## config.mk

```make
export PLATFORM = sky130hd
export DESIGN_NAME = chs_mod
export DESIGN_NICKNAME = d
export VERILOG_FILES = /design/src/rtl/chs_pkg.sv /design/src/rtl/chs_mod.sv
export SDC_FILE = /design/constraint.sdc
export NUM_CORES = 1
export LEC_CHECK = 0
export CORE_AREA = 2 2 68 95
export DETAILED_ROUTE_END_ITERATION = 10
export DIE_AREA = 0 0 70 97
export DONT_BUFFER_PORTS = 1
export HOLD_SLACK_MARGIN = 0.15
export PLACE_DENSITY = 0.6
export SLEW_MARGIN = 5
export SYNTH_ARGS = -nofsm -noshare
export SYNTH_HDL_FRONTEND = slang
export SYNTH_SLANG_ARGS = --single-unit
```

## constraint.sdc

```tcl
create_clock -name clk -period 4.85 [get_ports clk]
set_input_delay 0.485 -clock clk [delete_from_list [all_inputs] [get_ports clk]]
set_output_delay 0.485 -clock clk [all_outputs]
set_load 0.02 [all_outputs]
```

## src/rtl/chs_pkg.sv

```systemverilog
package chs_pkg;
	localparam int KEY_W = 31;
	localparam int CFG_W = 9;
	localparam logic [CFG_W-1:0] BUCKET_COUNT_RST = 9'd7;

	typedef enum logic {
		KIND_FIND   = 1'b0,
		KIND_INSERT = 1'b1
	} kind_t;

	// request from sequencer to modulo unit
	typedef struct packed {
		logic                 go;
		logic [KEY_W-1:0]     key;
		logic [CFG_W-1:0]     divisor;
	} mod_req_t;
endpackage

```

## src/rtl/chs_mod.sv

```systemverilog
// Restoring remainder, one quotient bit per cycle
module chs_mod (
	input  logic                         clk,
	input  logic                         arst_n,
	input  chs_pkg::mod_req_t            req,
	output logic                         done,
	output logic [chs_pkg::CFG_W-1:0]    rem
);
	localparam int KW = chs_pkg::KEY_W;
	localparam int CW = chs_pkg::CFG_W;
	localparam int BW = $clog2(KW + 1);

	logic [KW-1:0]   key_q;
	logic [CW:0]     rem_q;
	logic [CW-1:0]   div_q;
	logic [BW-1:0]   cnt_q;
	logic            busy_q;
	logic [CW+1:0]   trial;

	assign trial = {rem_q, key_q[KW-1]} - {2'b00, div_q};
	assign rem = rem_q[CW-1:0];

	always_ff @(posedge clk or negedge arst_n) begin
		if (!arst_n) begin
			busy_q <= 1'b0;
			done <= 1'b0;
			cnt_q <= '0;
		end else begin
			done <= 1'b0;
			if (req.go) begin
				busy_q <= 1'b1;
				cnt_q <= BW'(KW);
			end else if (busy_q) begin
				cnt_q <= cnt_q - 1'b1;
				if (cnt_q == BW'(1)) begin
					busy_q <= 1'b0;
					done <= 1'b1;
				end
			end
		end
	end

	always_ff @(posedge clk) begin
		if (req.go) begin
			key_q <= req.key;
			div_q <= req.divisor;
			rem_q <= '0;
		end else if (busy_q) begin
			key_q <= {key_q[KW-2:0], 1'b0};
			if (!trial[CW+1])
				rem_q <= trial[CW:0];
			else
				rem_q <= {rem_q[CW-1:0], key_q[KW-1]};
		end
	end
endmodule

```

# --- Word-level counts from Yosys, hierarchy flattened ---
# Cells that the tools add are included.
word_totals:
  latchBits: 0
  output_inout_bits: 10
  regBits: 57
  n_memories: 0
  word_cells: 21
  rom_bits: 0
  inputBits: 43
  ramBits: 0
classes:
  eq_ne: 1
  div_mod_pow: 0
  magnitude_cmp: 0
  shift: 0
  mux: 11
  n_addsub: 2
  n_mul: 0
  reduce_logical: 1
  bitwise_logic: 0
ops:
  columns: ["operator", "count"]
  rows:
  - ["31-bit two-way mux", 2]
  - ["11-bit by 9-bit subtractor with 11-bit output", 1]
  - ["10-bit two-way mux", 1]
  - ["5-bit two-way mux", 2]
  - ["1-bit two-way mux", 6]
  - ["5-bit by 1-bit equality test with 1-bit output, second input constant", 1]
  - ["5-bit by 1-bit subtractor with 5-bit output, second input constant", 1]
  - ["2-bit nonzero test", 1]

# --- Logic depth before layout (Yosys ltp) ---
logic_depth:
  ltp_word: 4
  mapped_depth: 10
  ltp_nobuf: 9

# --- Worst setup path after synthesis ---
# OpenSTA, ideal clock, no wires.
synth_path:
  path_type: "register -> register"
  from: "reg key_q[30]"
  to: "reg rem_q[7]"
  setup_slack_ns: 2.720
  path_stages_with_launch: 11
  setup_ns: 0.091
  arrival_time_ns: 2.039
  synth_period_minus_slack_ns: 2.130
  required_time_ns: 4.759
  path_buffers: 1
  path_cell_list: "edfxtp_1 > inv_1 > ha_1 > fa_1 > nand2b_1 > a21oi_2 > a21oi_2 > xnor2_2 > buf_6 > nand3b_1 > a311oi_1"
synth_via:
  elab_chain_len: 2
synth_rtl:
  columns: ["element", "line", "rtl"]
  rows:
  - ["start: declaration", "chs_mod.sv:13", "logic [KW-1:0] key_q;"]
  - ["start signal: assignment", "chs_mod.sv:45", "key_q <= req.key;"]
  - ["start signal: assignment", "chs_mod.sv:49", "key_q <= {key_q[KW-2:0], 1'b0};"]
  - ["11-bit by 9-bit subtractor with 11-bit output", "chs_mod.sv:20", "assign trial = {rem_q, key_q[KW-1]} - {2'b00, div_q};"]
  - ["10-bit two-way mux", "chs_mod.sv:50", "if (!trial[CW+1])"]
  - ["end signal: assignment", "chs_mod.sv:51", "rem_q <= trial[CW:0];"]
  - ["end signal: assignment", "chs_mod.sv:53", "rem_q <= {rem_q[CW-1:0], key_q[KW-1]};"]
  - ["end: declaration", "chs_mod.sv:14", "logic [CW:0] rem_q;"]
# No other way between the ends.
# A chain may end at the register's enable or synchronous reset.

# --- Final worst setup path ---
layout_path:
  from: "reg rem_q[0]"
  to: "reg rem_q[8]"
layout_via:
  elab_chain_len: 2
layout_rtl:
  columns: ["element", "line"]
  rows:
  - ["11-bit by 9-bit subtractor with 11-bit output", "chs_mod.sv:20"]
  - ["10-bit two-way mux", "chs_mod.sv:50"]
# No other way between the ends.

==> qor_table.md <==
| Result | Reported | Unit |
| --- | --- | --- |
| GR Util All Layers | 15.0 | % |
| Period utilisation layout | 54.9 | % |
| Net count of the finished layout | 275 | - |
| P per Cell Area | 457 | nW/µm² |
| Reg clk slew, reported paths | 70 | ps |
| Slack of the worst reg-to-reg path | 2190 | ps |
| Setup repair after global routing missed its margin | no | - |
| Row Count | 33 | - |
| Post-synthesis cell type count | 43 | - |
| Asr flop ratio synth | 12.3 | % |
| Total number of vias | 1668 | - |
| Clock sinks | 57 | - |
| Post-layout util | 52.2 | % |
| Data arrival, critical path | 2840 | ps |
| Number of global-route vias before repair | 1729 | - |
| Placeable core region | 5860 | µm² |
| Number of cells on the worst hold path | 0 | - |
| Number of placed instances with taps included | 278 | - |
| DP HPWL | 3390 | µm |
| Count of port buffers added during placement | 0 | - |
| Setup TNS | 0 | ps |
| Initial cell density of the core | 49.1 | % |
| Postcts setup bufs | 0 | - |
| Mean instance size in the synthesized netlist | 12.7 | µm² |
| Horiz. Die Dim | 70 | µm |
| Number of hold violations in the final report | 0 | - |
| Element type at the critical path start | flop | - |
| Global-route congestion overflow total | 0 | - |
| Maximum ir drop on the vdd rail | 0.188 | mV |
| Clock tree from TritonCTS | built | - |
| Count of TritonRoute iterations in the first routing pass | 4 | - |
| Cell type with the highest occurrence count on the critical path | sky130_fd_sc_hd__a21oi_2 | - |
| Worst R2R Path Depth | 8 | - |
| Layout fillers | 549 | - |
| Number of instances in the synthesized netlist | 227 | - |
| Worst endpoint required time | 5030 | ps |
| Finish-stage setup viols | 0 | - |
| Number of primary I/O pins | 53 | - |
| Average via count per standard cell | 5.65 | - |
| Library cell used as clock root buffer | sky130_fd_sc_hd__clkbuf_8 | - |
| Die Footprint | 6790 | µm² |
| Synth area leader | sky130_fd_sc_hd__edfxtp_1 | - |
| Setup skew after layout | 4.71 | ps |
| Portion of total power attributed to sequential cells | 46.5 | % |
| Number of synthesized register bits | 57 | - |
| Global-route wire length before repair | 7890 | µm |
| Non-filler instance count after layout | 295 | - |
| Remaining max-slew budget at the tightest pin | 49.2 | % |
| CTS Buf Count | 9 | - |
| WL per Instance | 16.6 | µm |
| Synth Flop Type | sky130_fd_sc_hd__edfxtp_1 | - |
| Maximum number of pins on one net before global-route repair | 61 | - |
| Fraction of the yosys area taken by sequential cells | 54.8 | % |
| Net count of the mapped netlist | 282 | - |
| Antenna-violating nets left | 0 | - |
| Largest cells by area after synthesis | sky130_fd_sc_hd__edfxtp_1, sky130_fd_sc_hd__mux2_2, sky130_fd_sc_hd__dfxtp_1 | - |
| Standard cell with the maximum stage delay on the critical path | sky130_fd_sc_hd__xnor2_2 | - |
| Portion of synthesized cell area occupied by the leading cell type | 41.7 | % |
| Slew at the pin with the worst max-slew slack | 762 | ps |
| Critical path's largest stage delay | 560 | ps |
| Synth-to-Final Area Change | 6.26 | % |
| Post-cts gate resize count | 0 | - |
| Pleak | 1.21 | nW |
| Max H-tree Level | 3 | - |
| Detailed Route Iter0 Violations | 69 | - |
| Critical path cell sequence | inv_1 > fa_1 > nand2b_1 > a21oi_2 > a21oi_2 > xnor2_2 > mux2i_1 > a211oi_1 | - |
| Routability congestion estimate | 0.772 | - |
| Run status | complete, no violations | - |
| Int Power | 0.981 | mW |
| Share of total power in the clock network | 30.8 | % |
| Longest Clk Path Bufs | 2 | - |
| Die Span Y | 97 | µm |
| CP max FO | 12 | - |
| Insertion delay of the later-clocked pin in the worst-skew pair | 330 | ps |
| Switching share of power | 29.8 | % |
| Post-synth EDFFs | 40 | - |
| Part of the total power dissipated in combinational logic | 22.7 | % |
| Path class of the lowest-slack min-delay path | in2reg | - |
| Initial antenna violation count | 0 | - |
| Post-route DRC | 0 | - |
| Antenna Cells | 0 | - |
| Number of synthesis warnings | 0 | - |
| Layout cells sized above 1 | 22.7 | % |
| Final critical path time including I/O delays and setup | 2660 | ps |
| Switching power summed over all nets | 0.417 | mW |
| Number of buffers inserted by hold repair at cts | 1 | - |
| Aggregate routed wire length | 4890 | µm |
| Max Cap Violations | 0 | - |
| Setup Crit Path Kind | reg2reg | - |
| Setup crit end kind | flop | - |
| Final count of pins violating max slew | 0 | - |
| Maximum clock frequency | 375 | MHz |
| Netlist area before placement | 2880 | µm² |
## Yosys cell counts, types with 2 or more instances
library cell,instances
sky130_fd_sc_hd__buf_4,9
sky130_fd_sc_hd__mux2_2,30
sky130_fd_sc_hd__clkbuf_1,9
sky130_fd_sc_hd__nand2_1,6
sky130_fd_sc_hd__a211oi_1,8
sky130_fd_sc_hd__a21oi_1,3
sky130_fd_sc_hd__o211ai_1,2
sky130_fd_sc_hd__a21oi_2,2
sky130_fd_sc_hd__ha_1,11
sky130_fd_sc_hd__dfrtp_1,7
sky130_fd_sc_hd__inv_1,14
sky130_fd_sc_hd__xor2_1,2
sky130_fd_sc_hd__nand2b_1,9
sky130_fd_sc_hd__a21o_1,4
sky130_fd_sc_hd__edfxtp_1,40
sky130_fd_sc_hd__nor2_1,11
sky130_fd_sc_hd__dfxtp_1,10
sky130_fd_sc_hd__xnor2_1,8
sky130_fd_sc_hd__mux2i_1,7
sky130_fd_sc_hd__o21ai_0,4
sky130_fd_sc_hd__nor3_1,5
sky130_fd_sc_hd__nor4_1,2
sky130_fd_sc_hd__nand3_1,4
## cells in the final DEF, fill, tap and decap left out, types with 2 or more instances in the layout
| master | instances |
|---|---|
| sky130_fd_sc_hd__nor2_1 | 11 |
| sky130_fd_sc_hd__mux2_2 | 30 |
| sky130_fd_sc_hd__nand2_1 | 6 |
| sky130_fd_sc_hd__nor4_1 | 2 |
| sky130_fd_sc_hd__a211oi_1 | 8 |
| sky130_fd_sc_hd__nor3_1 | 5 |
| sky130_fd_sc_hd__mux2i_1 | 7 |
| sky130_fd_sc_hd__dfxtp_1 | 10 |
| sky130_fd_sc_hd__o211ai_1 | 2 |
| sky130_fd_sc_hd__edfxtp_1 | 40 |
| sky130_fd_sc_hd__inv_1 | 14 |
| sky130_fd_sc_hd__nand2b_1 | 9 |
| sky130_fd_sc_hd__a21oi_2 | 2 |
| sky130_fd_sc_hd__a21oi_1 | 3 |
| sky130_fd_sc_hd__ha_1 | 11 |
| sky130_fd_sc_hd__nand3_1 | 4 |
| sky130_fd_sc_hd__clkinv_4 | 2 |
| sky130_fd_sc_hd__clkinvlp_4 | 2 |
| sky130_fd_sc_hd__o21ai_0 | 4 |
| sky130_fd_sc_hd__clkbuf_8 | 9 |
| sky130_fd_sc_hd__a21o_1 | 4 |
| sky130_fd_sc_hd__dfrtp_1 | 7 |
| sky130_fd_sc_hd__xnor2_1 | 8 |
| sky130_fd_sc_hd__xor2_1 | 2 |
## stage by stage
step	power (mW)	worst slack (ps)	hold slack [ps]	instance area, µm²
finish	1.40	2190	248	3060
floorplan	0.958	2720	189	2880
CTS	1.42	2170	209	3060
detailed placement	0.979	2180	190	2850
global route	1.47	1960	231	3060
global placement	0.966	2260	190	2850
## final timing paths
kind	start	to
setup / recovery	rem_q[0]$_SDFFE_PP0P_	rem_q[8]$_SDFFE_PP0P_
hold / removal	req[0]	div_q[0]$_DFFE_PP_
setup reg to reg	rem_q[0]$_SDFFE_PP0P_	rem_q[8]$_SDFFE_PP0P_
hold reg to reg	cnt_q[4]$_DFFE_PN0P_	cnt_q[4]$_DFFE_PN0P_
max in group asynchronous	arst_n	cnt_q[1]$_DFFE_PN0P_
min in group asynchronous	arst_n	busy_q$_DFF_PN0_
## layout make-up
class                      instances  area (µm²)  share of cell area (%)
tap                               70        87.6                    2.86
clock inverter                     7        71.3                    2.33
timing repair buffer               1        10.0                   0.327
inverter                          14        52.6                    1.72
multi-input combinational        137        1140                    37.2
clock buffer                       9         124                    4.05
sequential                        57        1580                    51.5
## sequential cells by signal, summed over array words and instances (netlist names)
signal / flops
key_q: 31
rem_q: 10
div_q: 9
cnt_q: 5
busy_q: 1
done: 1
## worst max-delay path, delay by kind of cell (launching register included)
kind / cells / cell delay [ps]
XOR/XNOR: 1 / 560
flip-flops: 1 / 490
AND/OR/NAND/NOR: 1 / 190
multiplexers: 1 / 270
buffers and inverters: 1 / 150
AO/OA/AOI/OAI: 3 / 390
adder cells (fa/ha/maj): 1 / 470
## power groups by stage
stage | sequential (mW) | clock [mW] | combinational, mW
CTS | 0.652 | 0.443 | 0.320
finish | 0.650 | 0.431 | 0.317
floorplan | 0.619 | 0 | 0.339
global placement | 0.661 | 0 | 0.305
global route | 0.659 | 0.459 | 0.353
detailed placement | 0.662 | 0 | 0.317
## metal layers
metal	part of all wire, %	global-route usage (%)
met1	40	16.4
met2	51	24.7
met3	5.9	4.90
met4	2.5	9.32
met5	0	0
## kinds of logic (layout without fill, tap and decap cells)
family          after synthesis  after routing  share of synthesized area, %
simple gates                 46             46                          8.43
flops                        57             57                          54.8
xor+xnor                     11             11                          3.61
buf+inv                      33             31                          5.74
fa+ha+maj                    12             12                          5.48
compound gates               31             31                          7.82
mux                          37             37                          14.2
(Power assumes the default switching activity.)
